## src/design/cpcm_pkg.sv

```systemverilog
package cpcm_pkg;

    localparam int COORD_WIDTH      = 24;
    localparam int NORMAL_FRAC_BITS = 14;
    localparam int RADIUS_WIDTH     = 22;

    // internal widths
    localparam int CENTER_W = COORD_WIDTH + 2;
    localparam int T_W      = COORD_WIDTH + 3;
    localparam int PROD_W   = 2 * T_W;
    localparam int DSQ_W    = PROD_W + 1;
    localparam int SUM_W    = RADIUS_WIDTH + 1;
    localparam int SQ_IN_W  = 2 * SUM_W;
    localparam int ROOT_W   = SUM_W;
    localparam int REM_W    = ROOT_W + 3;
    localparam int Q_W      = NORMAL_FRAC_BITS + 2;
    localparam int NUM_W    = SUM_W + NORMAL_FRAC_BITS + 1;
    localparam int R0_W     = NUM_W - Q_W;

    // result field widths
    localparam int PEN_W  = 23;
    localparam int NORM_W = 16;

    // input packing, lowest bit first
    localparam int P_AX  = 0;
    localparam int P_AY  = P_AX + COORD_WIDTH;
    localparam int P_OAX = P_AY + COORD_WIDTH;
    localparam int P_OAY = P_OAX + COORD_WIDTH;
    localparam int P_RA  = P_OAY + COORD_WIDTH;
    localparam int P_BX  = P_RA + RADIUS_WIDTH;
    localparam int P_BY  = P_BX + COORD_WIDTH;
    localparam int P_OBX = P_BY + COORD_WIDTH;
    localparam int P_OBY = P_OBX + COORD_WIDTH;
    localparam int P_RB  = P_OBY + COORD_WIDTH;
    localparam int IN_BITS = P_RB + RADIUS_WIDTH;
    localparam int IN_W  = ((IN_BITS + 7) / 8) * 8;

    // output packing, lowest bit first
    localparam int P_PEN = 0;
    localparam int P_NX  = P_PEN + PEN_W;
    localparam int P_NY  = P_NX + NORM_W;
    localparam int OUT_BITS = P_NY + NORM_W;
    localparam int OUT_W = ((OUT_BITS + 7) / 8) * 8;

    typedef struct packed {
        logic                    hit;
        logic                    zero;
        logic                    sx;
        logic                    sy;
        logic [SUM_W-1:0]        ax;
        logic [SUM_W-1:0]        ay;
        logic [SUM_W-1:0]        s;
        logic [RADIUS_WIDTH-1:0] minr;
        logic [SQ_IN_W-1:0]      dsq;
    } front_t;

    typedef struct packed {
        logic                    hit;
        logic                    zero;
        logic                    sx;
        logic                    sy;
        logic [SUM_W-1:0]        ax;
        logic [SUM_W-1:0]        ay;
        logic [SUM_W-1:0]        s;
        logic [RADIUS_WIDTH-1:0] minr;
    } side_t;

    typedef struct packed {
        logic             hit;
        logic             zero;
        logic             sx;
        logic             sy;
        logic [SUM_W-1:0] ax;
        logic [SUM_W-1:0] ay;
        logic [SUM_W-1:0] d;
        logic [PEN_W-1:0] pen;
    } dvin_t;

    typedef struct packed {
        logic             hit;
        logic             zero;
        logic             sx;
        logic             sy;
        logic [PEN_W-1:0] pen;
    } dvside_t;

    typedef struct packed {
        logic              hit;
        logic [PEN_W-1:0]  pen;
        logic [NORM_W-1:0] nx;
        logic [NORM_W-1:0] ny;
    } res_t;

    typedef struct packed {
        logic [REM_W-1:0]  rem;
        logic [ROOT_W-1:0] root;
    } sq_t;

    typedef struct packed {
        logic [SUM_W-1:0] r;
        logic             q;
    } dv_t;

    // one digit of the bitwise square root
    function automatic sq_t sqrt_step(logic [REM_W-1:0] rem, logic [ROOT_W-1:0] root,
                                      logic [1:0] pair);
        logic [REM_W-1:0] cur;
        logic [REM_W-1:0] trial;
        sq_t              res;
        cur   = {rem[REM_W-3:0], pair};
        trial = REM_W'({root, 2'b01});
        if (cur >= trial) begin
            res.rem  = cur - trial;
            res.root = {root[ROOT_W-2:0], 1'b1};
        end else begin
            res.rem  = cur;
            res.root = {root[ROOT_W-2:0], 1'b0};
        end
        return res;
    endfunction

    // one quotient bit of restoring division
    function automatic dv_t div_step(logic [SUM_W-1:0] r, logic [SUM_W-1:0] d, logic nb);
        logic [SUM_W:0] cur;
        logic [SUM_W:0] diff;
        dv_t            res;
        cur  = {r, nb};
        diff = cur - {1'b0, d};
        if (cur >= {1'b0, d}) begin
            res.r = diff[SUM_W-1:0];
            res.q = 1'b1;
        end else begin
            res.r = cur[SUM_W-1:0];
            res.q = 1'b0;
        end
        return res;
    endfunction

endpackage

```

## src/design/cpcm_sqrt.sv

```systemverilog
module cpcm_sqrt (
    input  logic              aclk,
    input  logic              aresetn,
    input  logic              en,
    input  logic              in_valid,
    input  cpcm_pkg::front_t  in_data,
    output logic              out_valid,
    output cpcm_pkg::dvin_t   out_data
);
    import cpcm_pkg::*;

    logic [SQ_IN_W-1:0] rad_reg  [ROOT_W];
    logic [REM_W-1:0]   rem_reg  [ROOT_W];
    logic [ROOT_W-1:0]  root_reg [ROOT_W];
    side_t              side_reg [ROOT_W];
    logic [ROOT_W-1:0]  v_reg;

    logic [SQ_IN_W-1:0] rad_in  [ROOT_W];
    logic [REM_W-1:0]   rem_in  [ROOT_W];
    logic [ROOT_W-1:0]  root_in [ROOT_W];
    side_t              side_in [ROOT_W];
    sq_t                step    [ROOT_W];

    side_t              fs;
    logic [REM_W-1:0]   frem;
    logic [ROOT_W-1:0]  froot;
    logic [SUM_W-1:0]   d_next;
    dvin_t              out_reg, out_next;
    logic               out_v_reg;

    // feed each digit stage from the one before it
    always_comb begin
        for (int k = 0; k < ROOT_W; k++) begin
            if (k == 0) begin
                rad_in[k]       = in_data.dsq;
                rem_in[k]       = '0;
                root_in[k]      = '0;
                side_in[k].hit  = in_data.hit;
                side_in[k].zero = in_data.zero;
                side_in[k].sx   = in_data.sx;
                side_in[k].sy   = in_data.sy;
                side_in[k].ax   = in_data.ax;
                side_in[k].ay   = in_data.ay;
                side_in[k].s    = in_data.s;
                side_in[k].minr = in_data.minr;
            end else begin
                rad_in[k]  = rad_reg[k-1];
                rem_in[k]  = rem_reg[k-1];
                root_in[k] = root_reg[k-1];
                side_in[k] = side_reg[k-1];
            end
            step[k] = sqrt_step(rem_in[k], root_in[k], rad_in[k][SQ_IN_W-1 -: 2]);
        end
    end

    // round to nearest and form penetration
    always_comb begin
        fs     = side_reg[ROOT_W-1];
        frem   = rem_reg[ROOT_W-1];
        froot  = root_reg[ROOT_W-1];
        d_next = (frem > REM_W'(froot)) ? (froot + ROOT_W'(1)) : froot;
        out_next.hit  = fs.hit;
        out_next.zero = fs.zero;
        out_next.sx   = fs.sx;
        out_next.sy   = fs.sy;
        out_next.ax   = fs.ax;
        out_next.ay   = fs.ay;
        out_next.d    = d_next;
        if (!fs.hit) begin
            out_next.pen = '0;
        end else if (fs.zero) begin
            out_next.pen = PEN_W'(fs.minr);
        end else begin
            out_next.pen = PEN_W'(fs.s - d_next);
        end
    end

    // advance payload
    always_ff @(posedge aclk) begin
        if (en) begin
            for (int k = 0; k < ROOT_W; k++) begin
                rad_reg[k]  <= {rad_in[k][SQ_IN_W-3:0], 2'b00};
                rem_reg[k]  <= step[k].rem;
                root_reg[k] <= step[k].root;
                side_reg[k] <= side_in[k];
            end
            out_reg <= out_next;
        end
    end

    // advance valid bits
    always_ff @(posedge aclk) begin
        if (!aresetn) begin
            v_reg     <= '0;
            out_v_reg <= 1'b0;
        end else if (en) begin
            v_reg     <= {v_reg[ROOT_W-2:0], in_valid};
            out_v_reg <= v_reg[ROOT_W-1];
        end
    end

    assign out_valid = out_v_reg;
    assign out_data  = out_reg;

endmodule

```

## config.mk

```make
export PLATFORM = sky130hd
export DESIGN_NAME = cpcm_sqrt
export DESIGN_NICKNAME = d
export VERILOG_FILES = /design/src/design/cpcm_pkg.sv /design/src/design/cpcm_sqrt.sv
export SDC_FILE = /design/constraint.sdc
export NUM_CORES = 2
export LEC_CHECK = 0
export ABC_AREA = 1
export BUFFER_PORTS_ARGS = -buffer_cell sky130_fd_sc_hd__buf_4
export CORE_UTILIZATION = 45
export DETAILED_ROUTE_END_ITERATION = 8
export PLACE_DENSITY = 0.7
export SYNTH_ARGS = -nofsm -noshare
export SYNTH_HDL_FRONTEND = slang
export SYNTH_MEMORY_MAX_BITS = 65536
export SYNTH_SLANG_ARGS = --single-unit
```

## constraint.sdc

```tcl
create_clock -name aclk -period 12.74 [get_ports aclk]
set_clock_uncertainty 0.15 [all_clocks]
set_input_delay 0.637 -clock aclk [delete_from_list [all_inputs] [get_ports aclk]]
set_output_delay 0.637 -clock aclk [all_outputs]
set_load 0.05 [all_outputs]
```

==> qor.txt <==
Min cycle time layout: 4.93 ns
Largest family of logic cells by synthesized area: simple AND/OR/NAND/NOR gates
Final Non-Filler Cells: 13070
Setup bufs post-CTS: 0
Initial antenna violation count: 15
Setup ws final: 7.81 ns
Most frequent cell after synthesis: edfxtp_1
Vias in the first global route: 64531
FP Rows: 199
Final Setup Violations: 0
All-Layer GR Usage: 0.148
Synth Cell Area: 0.134 mm²
Placed insts: 12270
Die Footprint: 0.299 mm²
CP Data Arrival Time: 5.44 ns
Top cell type by total area after synthesis: edfxtp_1
Syn Nets: 8636
RSZ-0062 raised after global routing: no
Share of cells above drive strength 1: 0.105
DPL Wire Length: 143000 µm
Residual DRC: 0
Ys flop type: edfxtp_1
Vias per cell: 4.88
Slew HR: 0.203
Synthesized flop and latch total: 3610
Synth top area share: 0.806
Max VDD drop: 0.124 mV
Worst path slowest cell: edfxtp_1
Synth area leaders: edfxtp_1 (81%), ha_1 (3.2%), nand2_1 (2.5%)
Share of flip-flops with an asynchronous set or reset: 0
Num CTS Buffers: 362
Post-Synth Adder-Cell Area: 0.0325
Cell variety after synth: 86
Fin nets: 9351
Compound-Gate Fraction of Synth Area: 0.0409
DRT Pass-1 Iters: 6
Die height: 547 µm
Io pins: 242
Data required, critical path: 13.25 ns
Crit Path Max Fanout: 9
Fin. Hold Viols: 0
Sequential cell area fraction in the yosys report: 0.810
Pwr dens: 184 mW/mm²
Root Buffer Master: clkbuf_16
Synth Area in Simple Gates: 0.0623
Reg clk slew, reported paths: 0.06 ns
H-tree depth: 5
Post-DRT Antenna Nets: 0
Largest register FFs: 2185
Setup crit start kind: flip-flop
Met3 Use GR: 0.0236
Slew at the pin closest to its max-slew limit: 1.20 ns
Worst skew pair latency: 0.92 ns
CTS tree: done
Slowest Stage Delay on Critical Path: 0.48 ns
Clock Sinks: 3610
Mapped Avg Cell Area: 16.4 µm²
DP Area: 0.140 mm²
Global route overflow: 0
MaxCap Viol Count: 0
Core Area: 0.295 mm²
Vias post-DR: 63722
YS warnings: 0
Clk buf depth: 4
Place WS: 7.82 ns
Largest net degree at the start of global routing: 200
Mux share of post-synthesis cell area: 0
Routed WL: 224000 µm
Area Overhead vs Synth: 15.1%
RD Place Congestion: 0.900
Drt wl/cell: 17.1 µm
LEAKAGE: 0.0565 µW
First-pass GRT wire length: 351000 µm
Post-Layout Inst Area: 0.154 mm²
Number of synthesized flops with an enable pin: 3586
Initial cell density of the core: 0.454
Endpoint class of the critical path: flip-flop
Count of pins over their slew limit: 0
Busiest grt layer: met2
Critical path class: reg2reg
I/O Buffers: 241
Period utilization: 0.387
Post-synth top cells: edfxtp_1 (3586), nand2_1 (881), inv_1 (770), nor2_1 (539), o21ai_0 (375)
Chip width: 547 µm
XOR/XNOR Fraction of Synth Area: 0.0298
HP Class: in2reg
Fmax: 203 MHz
Starting DRT DRC Count: 4778
GR Util met2: 0.252
Outcome: completed
Met1 usage: 0.192
Post-synthesis cell count: 8145
Setup TNS: 0 ns
==> per-stage QoR <==
stage | hold slack [ns] | total power (µW) | utilization
after floorplan | 0.250 | 16900 | -
after global placement | 0.250 | 18000 | 0.477
after detailed placement | 0.255 | 18100 | 0.477
after CTS | 0.103 | 28700 | 0.522
after global routing | 0.122 | 29600 | 0.522
final | 0.0948 | 28300 | 0.522
==> worst max-delay path: cells and delay by family (launching register included) <==
kind	cells	cell delay, ns
AND/OR/NAND/NOR	17	2.08
AO/OA/AOI/OAI	3	0.83
adder cells (fa/ha/maj)	2	0.67
flip-flops	1	0.48
buffers and inverters	4	0.29
XOR/XNOR	1	0.22
==> where the power goes <==
group	internal (µW)	total (µW)	switching, µW
logic	1080	3070	1990
clock network	6090	10500	4380
registers	14300	14800	475
==> cell usage in the layout (no fill, tap or decap), types with 145 or more instances in the layout <==
| cell | instances |
|---|---|
| inv_1 | 770 |
| a21oi_1 | 360 |
| nand3_1 | 183 |
| nand2_1 | 881 |
| ha_1 | 345 |
| dlygate4sd3_1 | 145 |
| edfxtp_1 | 3586 |
| xor2_1 | 266 |
| buf_4 | 258 |
| xnor2_1 | 186 |
| nor2_1 | 539 |
| o21ai_0 | 375 |
| clkbuf_16 | 365 |
==> kinds of logic after synthesis <==
logic type / count (synthesis)
compound gates: 977
xor+xnor: 453
fa+ha+maj: 346
buf+inv: 862
flops: 3610
other cells: 1
simple gates: 1896
==> per-layer routing <==
layer | vias to the layer above | wire length, µm
li1 | 31122 | -
met1 | 30841 | 99000
met2 | 1249 | 109000
met3 | 498 | 8750
met4 | 12 | 7380
met5 | - | 72
==> worst paths after layout <==
check / startpoint / endpoint / slack, ns / depth (start not counted)
worst max register to register: root_reg[2][143] / out_data[21] / 7.81 / 27
worst min-delay path: en / side_reg[0][72] / 0.09 / 1
worst max-delay path: root_reg[2][143] / out_data[21] / 7.81 / 27
worst min register to register: rad_reg[1][113] / rad_reg[1][159] / 0.23 / 0
==> layout make-up <==
class	count	area [µm²]
Antenna cell	6	15.0
Clock buffer	431	9390
Clock inverter	218	2500
Fill cell	23319	141000
Inverter	794	2990
Multi-Input combinational cell	3673	22100
Sequential cell	3610	108000
Tap cell	3919	4900
Timing Repair Buffer	419	3720
==> timing repair <==
item | in CTS | in global routing
hold buffers | 145 | 0
resized for setup | 0 | 0
hold endpoints to repair | 166 | 0
No activity file was read; power rests on OpenSTA's default activity.
