<file path="config.mk">
export PLATFORM = sky130hd
export DESIGN_NAME = cpcm_div
export DESIGN_NICKNAME = d
export VERILOG_FILES = /design/src/design/cpcm_pkg.sv /design/src/design/cpcm_div.sv
export SDC_FILE = /design/constraint.sdc
export NUM_CORES = 2
export LEC_CHECK = 0
export BUFFER_PORTS_ARGS = -buffer_cell sky130_fd_sc_hd__buf_2
export CORE_MARGIN = 5
export CORE_UTILIZATION = 65
export DETAILED_ROUTE_END_ITERATION = 16
export PLACE_DENSITY = 0.82
export RECOVER_POWER = 25
export SLEW_MARGIN = 10
export SYNTH_ARGS = -nofsm -noshare
export SYNTH_HDL_FRONTEND = slang
export SYNTH_SLANG_ARGS = --single-unit
export TNS_END_PERCENT = 30
</file>
<file path="constraint.sdc">
create_clock -name aclk -period 11.75 [get_ports aclk]
set_input_delay 2.35 -clock aclk [delete_from_list [all_inputs] [get_ports aclk]]
set_output_delay 2.35 -clock aclk [all_outputs]
set_load 0.05 [all_outputs]
</file>
<file path="src/design/cpcm_pkg.sv">
package cpcm_pkg;

    localparam int COORD_WIDTH      = 24;
    localparam int NORMAL_FRAC_BITS = 14;
    localparam int RADIUS_WIDTH     = 22;

    // internal widths
    localparam int CENTER_W = COORD_WIDTH + 2;
    localparam int T_W      = COORD_WIDTH + 3;
    localparam int PROD_W   = 2 * T_W;
    localparam int DSQ_W    = PROD_W + 1;
    localparam int SUM_W    = RADIUS_WIDTH + 1;
    localparam int SQ_IN_W  = 2 * SUM_W;
    localparam int ROOT_W   = SUM_W;
    localparam int REM_W    = ROOT_W + 3;
    localparam int Q_W      = NORMAL_FRAC_BITS + 2;
    localparam int NUM_W    = SUM_W + NORMAL_FRAC_BITS + 1;
    localparam int R0_W     = NUM_W - Q_W;

    // result field widths
    localparam int PEN_W  = 23;
    localparam int NORM_W = 16;

    // input packing, lowest bit first
    localparam int P_AX  = 0;
    localparam int P_AY  = P_AX + COORD_WIDTH;
    localparam int P_OAX = P_AY + COORD_WIDTH;
    localparam int P_OAY = P_OAX + COORD_WIDTH;
    localparam int P_RA  = P_OAY + COORD_WIDTH;
    localparam int P_BX  = P_RA + RADIUS_WIDTH;
    localparam int P_BY  = P_BX + COORD_WIDTH;
    localparam int P_OBX = P_BY + COORD_WIDTH;
    localparam int P_OBY = P_OBX + COORD_WIDTH;
    localparam int P_RB  = P_OBY + COORD_WIDTH;
    localparam int IN_BITS = P_RB + RADIUS_WIDTH;
    localparam int IN_W  = ((IN_BITS + 7) / 8) * 8;

    // output packing, lowest bit first
    localparam int P_PEN = 0;
    localparam int P_NX  = P_PEN + PEN_W;
    localparam int P_NY  = P_NX + NORM_W;
    localparam int OUT_BITS = P_NY + NORM_W;
    localparam int OUT_W = ((OUT_BITS + 7) / 8) * 8;

    typedef struct packed {
        logic                    hit;
        logic                    zero;
        logic                    sx;
        logic                    sy;
        logic [SUM_W-1:0]        ax;
        logic [SUM_W-1:0]        ay;
        logic [SUM_W-1:0]        s;
        logic [RADIUS_WIDTH-1:0] minr;
        logic [SQ_IN_W-1:0]      dsq;
    } front_t;

    typedef struct packed {
        logic                    hit;
        logic                    zero;
        logic                    sx;
        logic                    sy;
        logic [SUM_W-1:0]        ax;
        logic [SUM_W-1:0]        ay;
        logic [SUM_W-1:0]        s;
        logic [RADIUS_WIDTH-1:0] minr;
    } side_t;

    typedef struct packed {
        logic             hit;
        logic             zero;
        logic             sx;
        logic             sy;
        logic [SUM_W-1:0] ax;
        logic [SUM_W-1:0] ay;
        logic [SUM_W-1:0] d;
        logic [PEN_W-1:0] pen;
    } dvin_t;

    typedef struct packed {
        logic             hit;
        logic             zero;
        logic             sx;
        logic             sy;
        logic [PEN_W-1:0] pen;
    } dvside_t;

    typedef struct packed {
        logic              hit;
        logic [PEN_W-1:0]  pen;
        logic [NORM_W-1:0] nx;
        logic [NORM_W-1:0] ny;
    } res_t;

    typedef struct packed {
        logic [REM_W-1:0]  rem;
        logic [ROOT_W-1:0] root;
    } sq_t;

    typedef struct packed {
        logic [SUM_W-1:0] r;
        logic             q;
    } dv_t;

    // one digit of the bitwise square root
    function automatic sq_t sqrt_step(logic [REM_W-1:0] rem, logic [ROOT_W-1:0] root,
                                      logic [1:0] pair);
        logic [REM_W-1:0] cur;
        logic [REM_W-1:0] trial;
        sq_t              res;
        cur   = {rem[REM_W-3:0], pair};
        trial = REM_W'({root, 2'b01});
        if (cur >= trial) begin
            res.rem  = cur - trial;
            res.root = {root[ROOT_W-2:0], 1'b1};
        end else begin
            res.rem  = cur;
            res.root = {root[ROOT_W-2:0], 1'b0};
        end
        return res;
    endfunction

    // one quotient bit of restoring division
    function automatic dv_t div_step(logic [SUM_W-1:0] r, logic [SUM_W-1:0] d, logic nb);
        logic [SUM_W:0] cur;
        logic [SUM_W:0] diff;
        dv_t            res;
        cur  = {r, nb};
        diff = cur - {1'b0, d};
        if (cur >= {1'b0, d}) begin
            res.r = diff[SUM_W-1:0];
            res.q = 1'b1;
        end else begin
            res.r = cur[SUM_W-1:0];
            res.q = 1'b0;
        end
        return res;
    endfunction

endpackage

</file>
<file path="src/design/cpcm_div.sv">
module cpcm_div (
    input  logic              aclk,
    input  logic              aresetn,
    input  logic              en,
    input  logic              in_valid,
    input  cpcm_pkg::dvin_t   in_data,
    output logic              out_valid,
    output cpcm_pkg::res_t    out_data
);
    import cpcm_pkg::*;

    localparam logic [Q_W-1:0] ONE = Q_W'(1) << NORMAL_FRAC_BITS;

    // index 0 holds the prepared numerator, 1..Q_W the quotient digits
    logic [SUM_W-1:0] rx_reg [Q_W+1];
    logic [SUM_W-1:0] ry_reg [Q_W+1];
    logic [Q_W-1:0]   lx_reg [Q_W+1];
    logic [Q_W-1:0]   ly_reg [Q_W+1];
    logic [Q_W-1:0]   qx_reg [Q_W+1];
    logic [Q_W-1:0]   qy_reg [Q_W+1];
    logic [SUM_W-1:0] d_reg  [Q_W+1];
    dvside_t          side_reg [Q_W+1];
    logic [Q_W:0]     v_reg;

    logic [NUM_W-1:0] nx_num, ny_num;
    dv_t              stx [Q_W+1];
    dv_t              sty [Q_W+1];

    logic [Q_W-1:0]   satx, saty, sgx, sgy;
    dvside_t          fs;
    res_t             out_reg, out_next;
    logic             out_v_reg;

    // numerators with half the divisor added for rounding
    assign nx_num = (NUM_W'(in_data.ax) << NORMAL_FRAC_BITS) + NUM_W'(in_data.d >> 1);
    assign ny_num = (NUM_W'(in_data.ay) << NORMAL_FRAC_BITS) + NUM_W'(in_data.d >> 1);

    // one quotient bit per stage on each lane
    always_comb begin
        stx[0] = '0;
        sty[0] = '0;
        for (int k = 1; k <= Q_W; k++) begin
            stx[k] = div_step(rx_reg[k-1], d_reg[k-1], lx_reg[k-1][Q_W-1]);
            sty[k] = div_step(ry_reg[k-1], d_reg[k-1], ly_reg[k-1][Q_W-1]);
        end
    end

    // saturate, restore sign and pick the special cases
    always_comb begin
        fs   = side_reg[Q_W];
        satx = (qx_reg[Q_W] > ONE) ? ONE : qx_reg[Q_W];
        saty = (qy_reg[Q_W] > ONE) ? ONE : qy_reg[Q_W];
        sgx  = fs.sx ? (~satx + Q_W'(1)) : satx;
        sgy  = fs.sy ? (~saty + Q_W'(1)) : saty;
        out_next.hit = fs.hit;
        out_next.pen = fs.pen;
        if (!fs.hit) begin
            out_next.nx = '0;
            out_next.ny = '0;
        end else if (fs.zero) begin
            out_next.nx = NORM_W'(ONE);
            out_next.ny = '0;
        end else begin
            out_next.nx = NORM_W'(sgx);
            out_next.ny = NORM_W'(sgy);
        end
    end

    // advance payload
    always_ff @(posedge aclk) begin
        if (en) begin
            rx_reg[0]        <= SUM_W'(nx_num[NUM_W-1:Q_W]);
            ry_reg[0]        <= SUM_W'(ny_num[NUM_W-1:Q_W]);
            lx_reg[0]        <= nx_num[Q_W-1:0];
            ly_reg[0]        <= ny_num[Q_W-1:0];
            qx_reg[0]        <= '0;
            qy_reg[0]        <= '0;
            d_reg[0]         <= in_data.d;
            side_reg[0].hit  <= in_data.hit;
            side_reg[0].zero <= in_data.zero;
            side_reg[0].sx   <= in_data.sx;
            side_reg[0].sy   <= in_data.sy;
            side_reg[0].pen  <= in_data.pen;
            for (int k = 1; k <= Q_W; k++) begin
                rx_reg[k]   <= stx[k].r;
                ry_reg[k]   <= sty[k].r;
                lx_reg[k]   <= {lx_reg[k-1][Q_W-2:0], 1'b0};
                ly_reg[k]   <= {ly_reg[k-1][Q_W-2:0], 1'b0};
                qx_reg[k]   <= {qx_reg[k-1][Q_W-2:0], stx[k].q};
                qy_reg[k]   <= {qy_reg[k-1][Q_W-2:0], sty[k].q};
                d_reg[k]    <= d_reg[k-1];
                side_reg[k] <= side_reg[k-1];
            end
            out_reg <= out_next;
        end
    end

    // advance valid bits
    always_ff @(posedge aclk) begin
        if (!aresetn) begin
            v_reg     <= '0;
            out_v_reg <= 1'b0;
        end else if (en) begin
            v_reg     <= {v_reg[Q_W-1:0], in_valid};
            out_v_reg <= v_reg[Q_W];
        end
    end

    assign out_valid = out_v_reg;
    assign out_data  = out_reg;

endmodule

</file>
==> run_results.csv <==
group,metric,value,unit
status,status,"finished clean",
logic_synthesis,synth_fa_ha_area_frac,0.0979,
power,seqPwrFrac,0.367,
logic_synthesis,ys_top_cells_by_area,"edfxtp_1 56%, ha_1 9.2%, a21oi_1 3.5%",
power,clock_power_share,0.208,
worst_setup_path,critPathMaxFanout,16,
clocking,root_buffer,"clkbuf_16",
power,power_density,270,mW/mm^2
power,leakagePower,43.6,nW
power,internal_power,18.9,mW
timing,final.setup.tns,0,ns
grt,track_usage,0.281,
logic_synthesis,synth_warnings,0,
worst_setup_path,cp.arrival,5.58,ns
routing,drtPass1Iterations,6,
timing,fin_crit_sh,0.427,
logic_synthesis,async_flop_share,0,
logic_synthesis,synth.net_count,9239,
floorplanning,dieArea,0.164,mm^2
flow_run,maxCapViolCount,0,
timing,fin_crit,5.02,ns
worst_setup_path,setup.worst_path.end,"out_data[24]$_SDFFCE_PP0P_",
floorplanning,initial_core_util,0.655,
logic_synthesis,synth_cell_type_count,100,
logic_synthesis,synth_xor_area_frac,0.0535,
timing,fmax,0.199,GHz
grt,grt_pass1_vias,66241,
clocking,clk_latency,0.87,ns
power,sw_frac_of_total,0.370,
logic_synthesis,synth_top_family_by_area,"compound AO/OA/AOI/OAI gates",
routing,wl_per_cell,21.6,um
worst_setup_path,criticalPathCategory,"flip-flop to flip-flop",
clocking,cts_buffers,191,
routing,ant_nets,0,
timing,finClkSkew,0.0801,ns
worst_setup_path,reg2reg_to,"out_data[24]$_SDFFCE_PP0P_",
grt,antenna_found_initial,2,
floorplanning,io_pins,157,
min_path,hold-path-cell-count,0,
grt,grt_first_pass_wirelength,362000,um
power,finalPower,29.9,mW
worst_setup_path,worstSetupStartpoint,"qx_reg[4][2]$_DFFE_PP_",
placed_design,port_buffers,156,
clocking,clock_sinks,1913,
worst_setup_path,r2r.worst_path.cells,10,
finish,drive_above_1_share,0.0933,
timing,hold_viol,0,
finish,n_antenna_cell,0,
logic_synthesis,synth_edf_count,1895,
timing,drv_slew,0,
floorplanning,dieWidth,404,um
logic_synthesis,yosysMostFrequentCell,"edfxtp_1",
placed_design,dp.cells,10472,
logic_synthesis,synth_common_cells,"1895 x edfxtp_1, 740 x ha_1, 707 x a21oi_1",
worst_setup_path,cp_num_buf_inv,0,
worst_setup_path,cp.required,12.31,ns
timing,max_slew_margin,0.239,
routing,first_iter_violations,6432,
routing,drc,0,
floorplanning,rows,144,
finish,fin_cells,10816,
worst_setup_path,r2r_start,"qx_reg[4][2]$_DFFE_PP_",
power,peakVddDrop,0.000217,V
worst_setup_path,critPathCaptureType,"flip-flop",
timing,setup_viol,0,
logic_synthesis,syn_area,0.101,mm^2
logic_synthesis,synth_top_area_share,0.563,
logic_synthesis,synthFlopType,"edfxtp_1",
worst_setup_path,start_kind,"flip-flop",
placed_design,dp_hpwl,172000,um
worst_setup_path,cp.depth,10,
clocking,h-tree-depth,4,
min_path,hold_class,"flip-flop to flip-flop",
routing,via_count,67301,
finish,utilization,0.718,
worst_setup_path,crit_chain,"nor4_2 -> nand2_1 -> nor3_1 -> nand3_1 -> a21oi_1 -> nand2_1 -> ha_1 -> nor2b_1 -> nor2_1 -> a2111oi_0",
power,power.switching,11.1,mW
clocking,ctsLongestPathBuffers,3,
logic_synthesis,yosys.area_share.simple,0.0879,
worst_setup_path,cpPeakStageDelay,0.92,ns
logic_synthesis,ys_ff_latch,1913,
clocking,cts-resized-gates,0,
grt,grt_max_degree,199,
logic_synthesis,synthCells,8367,
floorplanning,die_y,404,um
placed_design,gp_congestion,0.977,
power,power_frac_comb,0.426,
floorplanning,core,0.154,mm^2
logic_synthesis,yosysSeqAreaShare,0.566,
routing,routed_wl,234000,um
finish,largest_reg_flops,459,
finish,syn2layout_area_growth,9.61,%
logic_synthesis,synthMuxAreaShare,0.0331,
finish,layout.nets,9493,
worst_setup_path,slowest_stage,"a21oi_1",
grt,grt_overflow,0,
worst_setup_path,ff2ff_setup_slack,6.73,ns
worst_setup_path,cp_top_family,"simple AND/OR/NAND/NOR gates",
clocking,ctsHoldBuffers,0,
logic_synthesis,synth-compound-area-share,0.134,
logic_synthesis,synth_top_cell_by_area,"edfxtp_1",
logic_synthesis,syn-mean-instance-area,12.1,um^2
clocking,cts_setup_buffers,0,
routing,vias_per_cell,6.22,
clocking,cts_tree,"built",
timing,worstMarginPinSlew,1.14,ns
timing,rsz0062_at_grt,"no",
clocking,clkTransAtPathRegs,0.07,ns
worst_setup_path,crit_top_cell,"nand2_1",
-- through the flow --
step / setup slack (ns) / hold slack [ns] / area [um^2]
floorplan: 7.04 / 0.400 / 101000
global placement: 6.41 / 0.400 / 104000
detailed placement: 6.36 / 0.405 / 104000
CTS: 6.80 / 0.362 / 111000
global route: 6.45 / 0.378 / 111000
finish: 6.73 / 0.373 / 111000
-- worst min path at each step --
stage / to / slack (ns) / from
floorplan: lx_reg[0][31]$_DFFE_PP_ / 0.40 / lx_reg[0][14]$_DFFE_PP_
global placement: side_reg[5][13]$_DFFE_PP_ / 0.40 / side_reg[4][13]$_DFFE_PP_
detailed placement: qx_reg[2][22]$_DFFE_PP_ / 0.40 / qx_reg[2][5]$_DFFE_PP_
CTS: side_reg[4][25]$_DFFE_PP_ / 0.36 / side_reg[3][25]$_DFFE_PP_
global route: side_reg[4][5]$_DFFE_PP_ / 0.38 / side_reg[3][5]$_DFFE_PP_
finish: side_reg[4][25]$_DFFE_PP_ / 0.37 / side_reg[3][25]$_DFFE_PP_
-- layout by cell type, fill, tap and decap left out, types with 215 or more instances in the layout --
cell type  instances
a21oi_1          707
nor2_1           538
inv_1            551
nand2_1          561
o21ai_0          567
xor2_1           256
mux2_2           215
a21o_1           267
edfxtp_1        1895
xnor2_1          362
ha_1             740
-- cells by family after synthesis --
group,Yosys count
AOI/OAI and AO/OA,2189
DFF,1913
and+or+nand+nor,1885
adders and majority gates,772
buffers and inverters,699
xor gates and xnor gates,618
muxes,291
-- metal layers --
metal,track usage,share of wire
met2,0.496,0.51
met4,0.114,0.042
met5,0,0
met3,0.0370,0.057
met1,0.353,0.39
-- area by class of cell --
| type | count | area, um^2 |
|---|---|---|
| well taps | 2044 | 2560 |
| inverters | 551 | 2070 |
| clock buffers | 234 | 5020 |
| clock inverters | 110 | 1470 |
| repair buffers | 209 | 1240 |
| fillers | 10340 | 43600 |
| multi-input cells | 5755 | 41200 |
| flip-flops and latches | 1913 | 57300 |
-- worst register-to-register path: cells and delay by family, from the launching register on --
kind            cells  cell delay [ns]
compound gates      2             1.65
flops               1             0.48
simple gates        7             2.22
fa+ha+maj           1             0.36
-- power groups by stage --
stage | sequential (mW) | combinational, mW | clock, mW
final | 11.0 | 12.7 | 6.22
after floorplan | 10.5 | 9.59 | 0
after CTS | 11.0 | 12.6 | 6.33
after detailed placement | 11.1 | 12.4 | 0
after global placement | 11.0 | 12.0 | 0
after global routing | 11.1 | 14.0 | 6.64
Power figures use the tool's default switching activity.
